<file path="src/rtl/core/gcd_lcm_totient_unit_macros.svh">
// ----------------------------------------------------------------------------
// gcd_lcm_totient_unit assertion macros
// Short forms for the clocked, reset-gated properties of the block.
// ----------------------------------------------------------------------------
`ifndef GCD_LCM_TOTIENT_UNIT_MACROS_SVH
`define GCD_LCM_TOTIENT_UNIT_MACROS_SVH

// Same-cycle implication, sampled on clk, off while rst_n is low.
`define GLTU_ASSERT_IMP(label, ante, cons, msg) \
    label: assert property (@(posedge clk) disable iff (!rst_n) (ante) |-> (cons)) \
        else $error(msg);

// Next-cycle implication, sampled on clk, off while rst_n is low.
`define GLTU_ASSERT_NXT(label, ante, cons, msg) \
    label: assert property (@(posedge clk) disable iff (!rst_n) (ante) |=> (cons)) \
        else $error(msg);

`endif

</file>
<file path="src/rtl/core/gltu_pkg.sv">
// ----------------------------------------------------------------------------
// gltu_pkg
// Shared widths, operation codes, sequencer states and divider status.
// ----------------------------------------------------------------------------
`timescale 1ns / 1ps

package gltu_pkg;

    localparam int DATA_W = 32;
    localparam int MODE_W = 2;

    typedef enum logic [MODE_W-1:0] {
        MODE_GCD     = 2'd0,
        MODE_LCM     = 2'd1,
        MODE_COPRIME = 2'd2,
        MODE_TOTIENT = 2'd3
    } mode_t;

    typedef enum logic [3:0] {
        S_IDLE,
        S_START,
        S_GCD_CHK,
        S_GCD_WAIT,
        S_LCM_WAIT,
        S_LCM_MUL,
        S_LCM_CHK,
        S_TOT_TEST,
        S_TOT_TEST_W,
        S_TOT_STRIP,
        S_TOT_STRIP_W,
        S_TOT_RED,
        S_TOT_RED_W,
        S_TOT_TAIL,
        S_TOT_TAIL_W,
        S_FINISH
    } state_t;

    typedef struct packed {
        logic busy;
        logic done;
    } div_stat_t;

endpackage

</file>
<file path="src/rtl/core/gltu_req_if.sv">
// ----------------------------------------------------------------------------
// gltu_req_if
// Request channel: operation code and two operands with valid/ready.
// ----------------------------------------------------------------------------
`timescale 1ns / 1ps

interface gltu_req_if;

    logic                        valid;
    logic                        ready;
    logic [gltu_pkg::MODE_W-1:0] mode;
    logic [gltu_pkg::DATA_W-1:0] operand_a;
    logic [gltu_pkg::DATA_W-1:0] operand_b;

    modport source (output valid, mode, operand_a, operand_b, input ready);
    modport sink   (input valid, mode, operand_a, operand_b, output ready);

endinterface

</file>
<file path="src/rtl/core/gltu_rsp_if.sv">
// ----------------------------------------------------------------------------
// gltu_rsp_if
// Response channel: result value and lcm overflow flag with valid/ready.
// ----------------------------------------------------------------------------
`timescale 1ns / 1ps

interface gltu_rsp_if;

    logic                        valid;
    logic                        ready;
    logic [gltu_pkg::DATA_W-1:0] value;
    logic                        overflow;

    modport source (output valid, value, overflow, input ready);
    modport sink   (input valid, value, overflow, output ready);

endinterface

</file>
<file path="src/rtl/core/gcd_lcm_totient_unit.sv">
// ----------------------------------------------------------------------------
// gcd_lcm_totient_unit
// GCD, LCM with saturation, coprime test and Euler totient on one divider.
// ----------------------------------------------------------------------------
// One request at a time: req.ready is high only while the sequencer is idle,
// and a finished result waits in the output register while the next request
// is taken. Operands are cut to L = min(WIDTH, 32) bits. All work runs on one
// restoring divider. GCD and coprime run one division per Euclid step (at
// most about 1.44*L steps); LCM adds one more division and a registered
// multiply. Totient does trial division up to sqrt(n), so its number of
// divisions grows roughly as sqrt(n) plus the number of prime factors.
// n <= 2 finishes without any division.
// ----------------------------------------------------------------------------
`timescale 1ns / 1ps
`include "gcd_lcm_totient_unit_macros.svh"

module gcd_lcm_totient_unit #(
    parameter int WIDTH = 32
) (
    input  logic        clk,
    input  logic        rst_n,
    gltu_req_if.sink    req,
    gltu_rsp_if.source  rsp
);

    localparam int LW = (WIDTH < gltu_pkg::DATA_W) ? WIDTH : gltu_pkg::DATA_W;
    localparam int PW = 2 * LW;

    gltu_pkg::state_t state_reg, state_next;
    gltu_pkg::mode_t  mode_reg, mode_next;

    logic [LW-1:0] a_reg, a_next;
    logic [LW-1:0] b_reg, b_next;
    logic [LW-1:0] x_reg, x_next;
    logic [LW-1:0] y_reg, y_next;
    logic [LW-1:0] m_reg, m_next;
    logic [LW-1:0] p_reg, p_next;
    logic [LW-1:0] res_reg, res_next;
    logic [PW-1:0] prod_reg, prod_next;
    logic          ovf_reg, ovf_next;

    logic                        out_valid_reg, out_valid_next;
    logic [gltu_pkg::DATA_W-1:0] out_value_reg, out_value_next;
    logic                        out_ovf_reg, out_ovf_next;

    logic                  div_start;
    logic [LW-1:0]         div_dividend;
    logic [LW-1:0]         div_divisor;
    gltu_pkg::div_stat_t   div_stat;
    logic [LW-1:0]         div_q;
    logic [LW-1:0]         div_r;

    gltu_div #(
        .W (LW)
    ) u_div (
        .clk       (clk),
        .rst_n     (rst_n),
        .start     (div_start),
        .dividend  (div_dividend),
        .divisor   (div_divisor),
        .stat      (div_stat),
        .quotient  (div_q),
        .remainder (div_r)
    );

    always_comb
    begin
        state_next     = state_reg;
        mode_next      = mode_reg;
        a_next         = a_reg;
        b_next         = b_reg;
        x_next         = x_reg;
        y_next         = y_reg;
        m_next         = m_reg;
        p_next         = p_reg;
        res_next       = res_reg;
        prod_next      = prod_reg;
        ovf_next       = ovf_reg;
        out_valid_next = out_valid_reg && !rsp.ready;
        out_value_next = out_value_reg;
        out_ovf_next   = out_ovf_reg;
        div_start      = 1'b0;
        div_dividend   = x_reg;
        div_divisor    = y_reg;

        case (state_reg)
            gltu_pkg::S_IDLE:
            begin
                if (req.valid)
                begin
                    mode_next  = gltu_pkg::mode_t'(req.mode);
                    a_next     = req.operand_a[LW-1:0];
                    b_next     = req.operand_b[LW-1:0];
                    ovf_next   = 1'b0;
                    state_next = gltu_pkg::S_START;
                end
            end
            gltu_pkg::S_START:
            begin
                x_next   = a_reg;
                y_next   = b_reg;
                m_next   = a_reg;
                res_next = a_reg;
                p_next   = LW'(2);
                case (mode_reg)
                    gltu_pkg::MODE_TOTIENT:
                    begin
                        if (a_reg <= LW'(2))
                        begin
                            res_next   = LW'(1);
                            state_next = gltu_pkg::S_FINISH;
                        end
                        else
                        begin
                            state_next = gltu_pkg::S_TOT_TEST;
                        end
                    end
                    gltu_pkg::MODE_LCM:
                    begin
                        if (a_reg == '0 || b_reg == '0)
                        begin
                            res_next   = '0;
                            state_next = gltu_pkg::S_FINISH;
                        end
                        else
                        begin
                            state_next = gltu_pkg::S_GCD_CHK;
                        end
                    end
                    default:
                    begin
                        state_next = gltu_pkg::S_GCD_CHK;
                    end
                endcase
            end
            gltu_pkg::S_GCD_CHK:
            begin
                if (y_reg == '0)
                begin
                    // x holds the gcd here
                    case (mode_reg)
                        gltu_pkg::MODE_GCD:
                        begin
                            res_next   = x_reg;
                            state_next = gltu_pkg::S_FINISH;
                        end
                        gltu_pkg::MODE_COPRIME:
                        begin
                            res_next   = (x_reg == LW'(1)) ? LW'(1) : '0;
                            state_next = gltu_pkg::S_FINISH;
                        end
                        gltu_pkg::MODE_LCM:
                        begin
                            div_start    = 1'b1;
                            div_dividend = a_reg;
                            div_divisor  = x_reg;
                            state_next   = gltu_pkg::S_LCM_WAIT;
                        end
                        default:
                        begin
                            state_next = gltu_pkg::S_FINISH;
                        end
                    endcase
                end
                else
                begin
                    div_start    = 1'b1;
                    div_dividend = x_reg;
                    div_divisor  = y_reg;
                    state_next   = gltu_pkg::S_GCD_WAIT;
                end
            end
            gltu_pkg::S_GCD_WAIT:
            begin
                if (div_stat.done)
                begin
                    x_next     = y_reg;
                    y_next     = div_r;
                    state_next = gltu_pkg::S_GCD_CHK;
                end
            end
            gltu_pkg::S_LCM_WAIT:
            begin
                if (div_stat.done)
                begin
                    x_next     = div_q;
                    state_next = gltu_pkg::S_LCM_MUL;
                end
            end
            gltu_pkg::S_LCM_MUL:
            begin
                prod_next  = PW'(x_reg) * PW'(b_reg);
                state_next = gltu_pkg::S_LCM_CHK;
            end
            gltu_pkg::S_LCM_CHK:
            begin
                // saturate when the product spills past L bits
                if (prod_reg[PW-1:LW] != '0)
                begin
                    res_next = '1;
                    ovf_next = 1'b1;
                end
                else
                begin
                    res_next = prod_reg[LW-1:0];
                end
                state_next = gltu_pkg::S_FINISH;
            end
            gltu_pkg::S_TOT_TEST:
            begin
                div_start    = 1'b1;
                div_dividend = m_reg;
                div_divisor  = p_reg;
                state_next   = gltu_pkg::S_TOT_TEST_W;
            end
            gltu_pkg::S_TOT_TEST_W:
            begin
                if (div_stat.done)
                begin
                    // m/p < p is the same as p*p > m: trial division is over
                    if (div_q < p_reg)
                    begin
                        state_next = gltu_pkg::S_TOT_TAIL;
                    end
                    else if (div_r == '0)
                    begin
                        m_next     = div_q;
                        state_next = gltu_pkg::S_TOT_STRIP;
                    end
                    else
                    begin
                        p_next     = p_reg + LW'(1);
                        state_next = gltu_pkg::S_TOT_TEST;
                    end
                end
            end
            gltu_pkg::S_TOT_STRIP:
            begin
                div_start    = 1'b1;
                div_dividend = m_reg;
                div_divisor  = p_reg;
                state_next   = gltu_pkg::S_TOT_STRIP_W;
            end
            gltu_pkg::S_TOT_STRIP_W:
            begin
                if (div_stat.done)
                begin
                    if (div_r == '0)
                    begin
                        m_next     = div_q;
                        state_next = gltu_pkg::S_TOT_STRIP;
                    end
                    else
                    begin
                        state_next = gltu_pkg::S_TOT_RED;
                    end
                end
            end
            gltu_pkg::S_TOT_RED:
            begin
                div_start    = 1'b1;
                div_dividend = res_reg;
                div_divisor  = p_reg;
                state_next   = gltu_pkg::S_TOT_RED_W;
            end
            gltu_pkg::S_TOT_RED_W:
            begin
                if (div_stat.done)
                begin
                    res_next   = res_reg - div_q;
                    p_next     = p_reg + LW'(1);
                    state_next = gltu_pkg::S_TOT_TEST;
                end
            end
            gltu_pkg::S_TOT_TAIL:
            begin
                // a leftover m above one is a prime factor of its own
                if (m_reg > LW'(1))
                begin
                    div_start    = 1'b1;
                    div_dividend = res_reg;
                    div_divisor  = m_reg;
                    state_next   = gltu_pkg::S_TOT_TAIL_W;
                end
                else
                begin
                    state_next = gltu_pkg::S_FINISH;
                end
            end
            gltu_pkg::S_TOT_TAIL_W:
            begin
                if (div_stat.done)
                begin
                    res_next   = res_reg - div_q;
                    state_next = gltu_pkg::S_FINISH;
                end
            end
            gltu_pkg::S_FINISH:
            begin
                // hold until the output register is free
                if (!out_valid_reg || rsp.ready)
                begin
                    out_valid_next = 1'b1;
                    out_value_next = gltu_pkg::DATA_W'(res_reg);
                    out_ovf_next   = ovf_reg;
                    state_next     = gltu_pkg::S_IDLE;
                end
            end
            default:
            begin
                state_next = gltu_pkg::S_IDLE;
            end
        endcase
    end

    always_ff @(posedge clk or negedge rst_n)
    begin
        if (!rst_n)
        begin
            state_reg     <= gltu_pkg::S_IDLE;
            out_valid_reg <= 1'b0;
        end
        else
        begin
            state_reg     <= state_next;
            out_valid_reg <= out_valid_next;
        end
    end

    always_ff @(posedge clk)
    begin
        mode_reg      <= mode_next;
        a_reg         <= a_next;
        b_reg         <= b_next;
        x_reg         <= x_next;
        y_reg         <= y_next;
        m_reg         <= m_next;
        p_reg         <= p_next;
        res_reg       <= res_next;
        prod_reg      <= prod_next;
        ovf_reg       <= ovf_next;
        out_value_reg <= out_value_next;
        out_ovf_reg   <= out_ovf_next;
    end

    assign req.ready    = (state_reg == gltu_pkg::S_IDLE);
    assign rsp.valid    = out_valid_reg;
    assign rsp.value    = out_value_reg;
    assign rsp.overflow = out_ovf_reg;

    `GLTU_ASSERT_IMP(a_div_start_idle, div_start, !div_stat.busy,
        "divider started while busy")
    `GLTU_ASSERT_IMP(a_div_done_waiting, div_stat.done,
        state_reg == gltu_pkg::S_GCD_WAIT || state_reg == gltu_pkg::S_LCM_WAIT ||
        state_reg == gltu_pkg::S_TOT_TEST_W || state_reg == gltu_pkg::S_TOT_STRIP_W ||
        state_reg == gltu_pkg::S_TOT_RED_W || state_reg == gltu_pkg::S_TOT_TAIL_W,
        "divider result with no wait state to take it")
    `GLTU_ASSERT_IMP(a_ovf_saturates, rsp.valid && rsp.overflow,
        rsp.value == gltu_pkg::DATA_W'({LW{1'b1}}),
        "overflow set without saturated value")
    `GLTU_ASSERT_NXT(a_accept_busy, req.valid && req.ready,
        state_reg == gltu_pkg::S_START,
        "accepted request did not start the sequencer")

endmodule

</file>
<file path="src/rtl/core/gltu_div.sv">
// ----------------------------------------------------------------------------
// gltu_div
// Restoring unsigned divider, one quotient bit per cycle. Results hold
// until the next start; done pulses for one cycle when they are ready.
// ----------------------------------------------------------------------------
`timescale 1ns / 1ps

module gltu_div #(
    parameter int W = 32
) (
    input  logic                  clk,
    input  logic                  rst_n,
    input  logic                  start,
    input  logic [W-1:0]          dividend,
    input  logic [W-1:0]          divisor,
    output gltu_pkg::div_stat_t   stat,
    output logic [W-1:0]          quotient,
    output logic [W-1:0]          remainder
);

    localparam int CW = (W > 1) ? $clog2(W) : 1;

    logic [W-1:0]  q_reg, q_next;
    logic [W-1:0]  r_reg, r_next;
    logic [W-1:0]  d_reg, d_next;
    logic [CW-1:0] cnt_reg, cnt_next;
    logic          busy_reg, busy_next;
    logic          done_reg, done_next;
    logic [W:0]    trial;

    // Shift the next dividend bit into the partial remainder and try the subtract.
    assign trial = {r_reg, q_reg[W-1]} - {1'b0, d_reg};

    always_comb
    begin
        q_next    = q_reg;
        r_next    = r_reg;
        d_next    = d_reg;
        cnt_next  = cnt_reg;
        busy_next = busy_reg;
        done_next = 1'b0;
        if (start)
        begin
            q_next    = dividend;
            r_next    = '0;
            d_next    = divisor;
            cnt_next  = '0;
            busy_next = 1'b1;
        end
        else if (busy_reg)
        begin
            if (!trial[W])
            begin
                r_next = trial[W-1:0];
                q_next = {q_reg[W-2:0], 1'b1};
            end
            else
            begin
                r_next = {r_reg[W-2:0], q_reg[W-1]};
                q_next = {q_reg[W-2:0], 1'b0};
            end
            cnt_next = cnt_reg + CW'(1);
            if (cnt_reg == CW'(W - 1))
            begin
                busy_next = 1'b0;
                done_next = 1'b1;
            end
        end
    end

    always_ff @(posedge clk or negedge rst_n)
    begin
        if (!rst_n)
        begin
            busy_reg <= 1'b0;
            done_reg <= 1'b0;
            cnt_reg  <= '0;
        end
        else
        begin
            busy_reg <= busy_next;
            done_reg <= done_next;
            cnt_reg  <= cnt_next;
        end
    end

    always_ff @(posedge clk)
    begin
        q_reg <= q_next;
        r_reg <= r_next;
        d_reg <= d_next;
    end

    assign stat.busy = busy_reg;
    assign stat.done = done_reg;
    assign quotient  = q_reg;
    assign remainder = r_reg;

endmodule

</file>
<file path="src/flat_wrapper.sv">
// flat-port wrapper written by rule: the top's interface ports become plain ports
module gcd_lcm_totient_unit_flat 
#(
    parameter int WIDTH = 32
)
  (clk, rst_n, req_valid, req_mode, req_operand_a, req_operand_b, req_ready, rsp_valid, rsp_value, rsp_overflow, rsp_ready);
  gltu_req_if req_i ();
  gltu_rsp_if rsp_i ();
  input  logic clk;
  input  logic rst_n;
  input wire logic [$bits(req_i.valid)-1:0] req_valid;
  input wire logic [$bits(req_i.mode)-1:0] req_mode;
  input wire logic [$bits(req_i.operand_a)-1:0] req_operand_a;
  input wire logic [$bits(req_i.operand_b)-1:0] req_operand_b;
  output wire logic [$bits(req_i.ready)-1:0] req_ready;
  output wire logic [$bits(rsp_i.valid)-1:0] rsp_valid;
  output wire logic [$bits(rsp_i.value)-1:0] rsp_value;
  output wire logic [$bits(rsp_i.overflow)-1:0] rsp_overflow;
  input wire logic [$bits(rsp_i.ready)-1:0] rsp_ready;
  assign req_i.valid = req_valid;
  assign req_i.mode = req_mode;
  assign req_i.operand_a = req_operand_a;
  assign req_i.operand_b = req_operand_b;
  assign req_ready = req_i.ready;
  assign rsp_valid = rsp_i.valid;
  assign rsp_value = rsp_i.value;
  assign rsp_overflow = rsp_i.overflow;
  assign rsp_i.ready = rsp_ready;
  gcd_lcm_totient_unit #(.WIDTH(WIDTH)) u_core (.clk(clk), .rst_n(rst_n), .req(req_i), .rsp(rsp_i));
endmodule
</file>
<file path="config.mk">
export PLATFORM = sky130hd
export DESIGN_NAME = gcd_lcm_totient_unit_flat
export DESIGN_NICKNAME = d
export VERILOG_FILES = /design/src/rtl/core/gltu_pkg.sv /design/src/rtl/core/gltu_req_if.sv /design/src/rtl/core/gltu_rsp_if.sv /design/src/rtl/core/gcd_lcm_totient_unit.sv /design/src/rtl/core/gltu_div.sv /design/src/flat_wrapper.sv
export VERILOG_INCLUDE_DIRS = /design/src /design/src/rtl/core
export SDC_FILE = /design/constraint.sdc
export NUM_CORES = 2
export LEC_CHECK = 0
export ABC_AREA = 1
export BUFFER_PORTS_ARGS = -buffer_cell sky130_fd_sc_hd__buf_4
export CORE_AREA = 2 2 448 339
export DETAILED_ROUTE_END_ITERATION = 7
export DIE_AREA = 0 0 450 341
export GPL_ROUTABILITY_DRIVEN = 0
export SYNTH_ARGS = -nofsm -noshare
export SYNTH_HDL_FRONTEND = slang
export SYNTH_SLANG_ARGS = --single-unit
</file>
<file path="constraint.sdc">
create_clock -name clk -period 8.5 [get_ports clk]
set_input_delay 0.425 -clock clk [delete_from_list [all_inputs] [get_ports clk]]
set_output_delay 0.425 -clock clk [all_outputs]
set_load 0.03 [all_outputs]
</file>
# Word-level counts from Yosys, hierarchy flattened
# Index checks and enable logic that the tools add are counted.
# word_totals
wordCells,164
out_inout_bits,35
regBits,432
inputBits,70
# classes
magnitude_cmp,3
add_sub_neg,4
reduce_logical,31
n_mux,71
n_mul,1
n_eq_ne,34
# ops
operator,n
2-to-1 mux 32 bit,25
case mux 32 bit (3 select lines),4
case mux 32 bit (4 select lines),2
case mux 32 bit (2 select lines),3
zero test 32 bit,4
multiplier 32 x 32 -> 64 bit,1
case mux 4 bit (16 select lines),1
2-to-1 mux 4 bit,14
subtractor 33 x 32 -> 33 bit,1
"adder 32 x 1 -> 32 bit, second input constant",1
"== test 32 x 1 -> 1 bit, second input constant",1
"== test 4 bit, second input constant",8
"> comparator 32 x 1 -> 1 bit, second input constant",1
"less-or-equal comparator 32 x 2 -> 1 bit, second input constant",1
less-than comparator 32 bit,1
nonzero test 32 bit,1
subtractor 32 bit,1
"!= test 2 bit, second input constant",9
"== test 4 x 3 -> 1 bit, second input constant",4
2-to-1 mux 1 bit,16
2-to-1 mux 5 bit,2
nonzero test 3 bit,3
"== test 4 x 2 -> 1 bit, second input constant",2
"!= test 2 x 1 -> 1 bit, second input constant",4
other kinds (24),34

# Depth between registers and ports, before layout
# logic_depth
depth_word,5
ltp_mapped,31
depth_no_buf,29

# Cells and area by module
# From an unflattened synthesis, not the netlist that was laid out.
# hier_totals
cells_unflattened,7703
area_unflattened_um2,60481.8
# by_module_without_submodules
module,cells_per_inst,area_each_um2,instances
gcd_lcm_totient_unit,6663,53411.2,1
gltu_div,1040,7070.5,1

# Least setup slack after synthesis
# OpenSTA, ideal clock, no wires.
# synth_path
path_kind,register to register
start,register u_core.x_reg[19]
end,register u_core.prod_reg[63] (data pin)
t_arrival_ps,6416
required_time_ps,8248
path_buffers,2
stages_incl_launch_ff,29
path_slack_ps,1832
cell_sequence,edfxtp_1 > clkbuf_1 > clkbuf_1 > nand2_1 > inv_1 > fa_1 > fa_1 > inv_1 > fa_1 > fa_1 > inv_1 > fa_1 > fa_1 > fa_1 > inv_1 > fa_1 > inv_1 > ha_1 > nand2_1 > nor2_1 > inv_1 > nor3_1 > inv_1 > nor2_1 > nand2_1 > o211ai_1 > nand3_1 > nand3_1 > nand2_1
# synth_between
elab_chain_len,1
# synth_lines
item,line_no,rtl
"start, declared",gcd_lcm_totient_unit.sv:34,"logic [LW-1:0] x_reg, x_next;"
"start signal, assigned",gcd_lcm_totient_unit.sv:335,x_reg <= x_next;
multiplier 32 x 32 -> 64 bit,gcd_lcm_totient_unit.sv:192,prod_next = PW'(x_reg) * PW'(b_reg);
"end signal, assigned",gcd_lcm_totient_unit.sv:340,prod_reg <= prod_next;
"end, declared",gcd_lcm_totient_unit.sv:39,"logic [PW-1:0] prod_reg, prod_next;"
# No other way between the ends.
# A chain may end at the register's enable or synchronous reset.

# Worst setup path in the final report
# layout_path
start,register u_core.x_reg[15]
end,register u_core.prod_reg[38] (data pin)
# The elaborated chain is that of the path after synthesis.

==> impl_metrics.tcl <==
set metrics [dict create \
    fin_crit_ps 8160 \
    dpl.hpwl_um 170000 \
    layout-drive-gt1-share_pct 5.51 \
    multi_input_area_um2 38500 \
    rsz0062_at_grt "no" \
    grt_pass1_vias 50400 \
    setup_violations 0 \
    cp.required_ps 8880 \
    cts-root-buf "clkbuf_16" \
    endpoint_kind "flip-flop" \
    ys_top_cells_by_area "fa_1 30%, edfxtp_1 20%, nand2_1 12%, inv_1 12%, ha_1 7.6%" \
    boundaryPins 105 \
    ys_ff_latch 432 \
    synth_ff_type "edfxtp_1" \
    finalNetCount 8791 \
    dieArea_um2 153000 \
    synth_top_cell_area_share_pct 30.3 \
    drv_cap 0 \
    largest_reg_flops 64 \
    async_flop_share_pct 2.78 \
    synth_edf_count 388 \
    wl_per_cell_um 22.0 \
    regArea_um2 12600 \
    arrival_ps 8550 \
    hp-class "input pin to flip-flop" \
    grt_overflow 0 \
    dpl-instance-area_um2 62600 \
    grtUsageTotal_pct 27.2 \
    final_cells 9507 \
    clkTransAtPathRegs_ps 70 \
    rows 123 \
    yosys.area.top_type "fa_1" \
    io_buffer_count 104 \
    vias 50700 \
    hold_violations 0 \
    slew_viol_final 0 \
    tightest_slew_ps 1330 \
    h-tree-depth 2 \
    post-place-ws_ps 402 \
    die_w_um 450 \
    final_cell_area_um2 64800 \
    tns_ps 0 \
    clk_latency_ps 670 \
    route.detailed.drc 0 \
    synth_area_um2 59400 \
    dr.pass1.iters 7 \
    n_fill_cell 15000 \
    fin_ws_ps 339 \
    drtAntennaViolNets 0 \
    syn-num-nets 8758 \
    grt_antenna_before_repair 4 \
    numCtsBuffers 48 \
    yosysWarnings 0 \
    area_growth_pct 9.10 \
    ys_seq_area_share_pct 21.2 \
    min_path_cells 1 \
    vias_per_cell 5.34 \
    synth_cell_types 55 \
    run_status "finished clean" \
    max_freq_ghz 0.123 \
    dp_cells 9354 \
    worstSetupStartpointType "flip-flop" \
    cp_max_fo 21 \
    syn_avg_cell_area_um2 7.99 \
    start_util_pct 39.9 \
    synth_cells 7430 \
    clock-sinks 432 \
    dieHeight_um 341 \
    wl_um 209000 \
    clockBufferDepth 3 \
    core_um2 149000 \
    finalCritPeriodShare_pct 96.0 \
    finClkSkew_ps 71.8 \
    drtIter0Drc 7252 \
    r2r_cells 22 \
    grt_max_degree 77 \
    grt_pass1_wl_um 316000 \
    slew-limit-headroom_pct 11.0 \
    crit_type "flip-flop to flip-flop" \
    cts_tree "built" \
]
cells in the mapped netlist (47+ instances only):
cell type / n
ha_1: 360
nor2_1: 427
inv_1: 1845
nand3_1: 177
nand4_1: 59
clkbuf_1: 287
a21oi_1: 267
edfxtp_1: 388
nand2_1: 1919
nor3_1: 48
o21ai_0: 269
xor2_1: 47
fa_1: 898
cell usage in the layout (no fill, tap or decap), types with 13 or more instances in the layout:
cell           instances
nand2_1             1919
inv_1               1843
fa_1                 898
nor2_1               421
edfxtp_1             388
ha_1                 360
o21ai_0              268
a21oi_1              264
buf_4                261
nand3_1              177
nand4_1               59
dlygate4sd3_1         58
nor3_1                48
clkbuf_16             48
xor2_1                47
o221ai_1              34
dfxtp_1               32
xnor2_1               31
o211ai_1              30
o22ai_1               27
o21bai_1              23
nor4_1                22
a221oi_1              20
a21o_1                18
inv_2                 16
a31oi_1               15
nor2_2                13
what timing repair did:
item	CTS	global route
hold endpoints to repair	69	0
buffers inserted	0	1
gates resized for setup	0	0
endpoints found under the setup margin	0	3
hold buffers	58	0
per-layer routing:
layer,wire (um),track usage [%],vias up
li1,-,-,22400
met1,89300,40.2,24800
met2,81300,36.9,3177
met3,32200,10.3,318
met4,6130,6.78,4
met5,21,0,-
logic make-up after synthesis:
group | after synthesis | share of synthesized area (%)
compound gates | 743 | 7.15
flops | 432 | 21.2
xor+xnor | 78 | 1.15
simple gates | 2719 | 18.6
buf+inv | 2200 | 14.1
fa+ha+maj | 1258 | 37.9
stage by stage:
step | hold slack (ps) | util (%)
global placement | 284 | 42.0
finish | 15.3 | 43.5
CTS | 7.62 | 43.5
detailed placement | 286 | 42.0
floorplan | 129 | -
global route | 2.79 | 43.5
cell type report:
cell class	count	share of cell area, %
Inverter	1862	10.8
Sequential cell	432	19.4
Tap cell	2000	3.86
Multi-Input combinational cell	4798	59.4
Antenna cell	5	0.0193
Clock buffer	57	1.91
Clock inverter	32	0.610
Timing Repair Buffer	321	3.97
critical path: stages, from the launching register on:
cell      delay (ps)
edfxtp_1        1240
buf_4            280
nand2_1           50
inv_1            120
fa_1             420
fa_1             450
fa_1             540
inv_1             50
fa_1             480
inv_1             50
fa_1             480
fa_1             620
fa_1             490
fa_1             500
ha_1             360
a21oi_1          250
o21ai_0          240
nor2_1           150
nand3_1          230
nand2_1          120
nand2_1          100
a21boi_0         520
xnor2_1          130
path summary, 6_finish.rpt:
| kind | start | endpoint | slack, ps |
|---|---|---|---|
| max in group asynchronous | rst_n | u_core.rsp.valid | 8140 |
| worst max register to register | u_core.x_reg[15] | u_core.prod_reg[38] | 340 |
| worst min register to register | u_core.ovf_reg | u_core.rsp.overflow | 420 |
| min in group asynchronous | rst_n | u_core.state_reg[3] | 190 |
| worst min-delay path | req_operand_a[5] | u_core.a_reg[5] | 20 |
| worst max-delay path | u_core.x_reg[15] | u_core.prod_reg[38] | 340 |
Power is left out: the tool's default activity adds up to more than one toggle a clock period on the data nets, which glitch-free logic cannot reach.
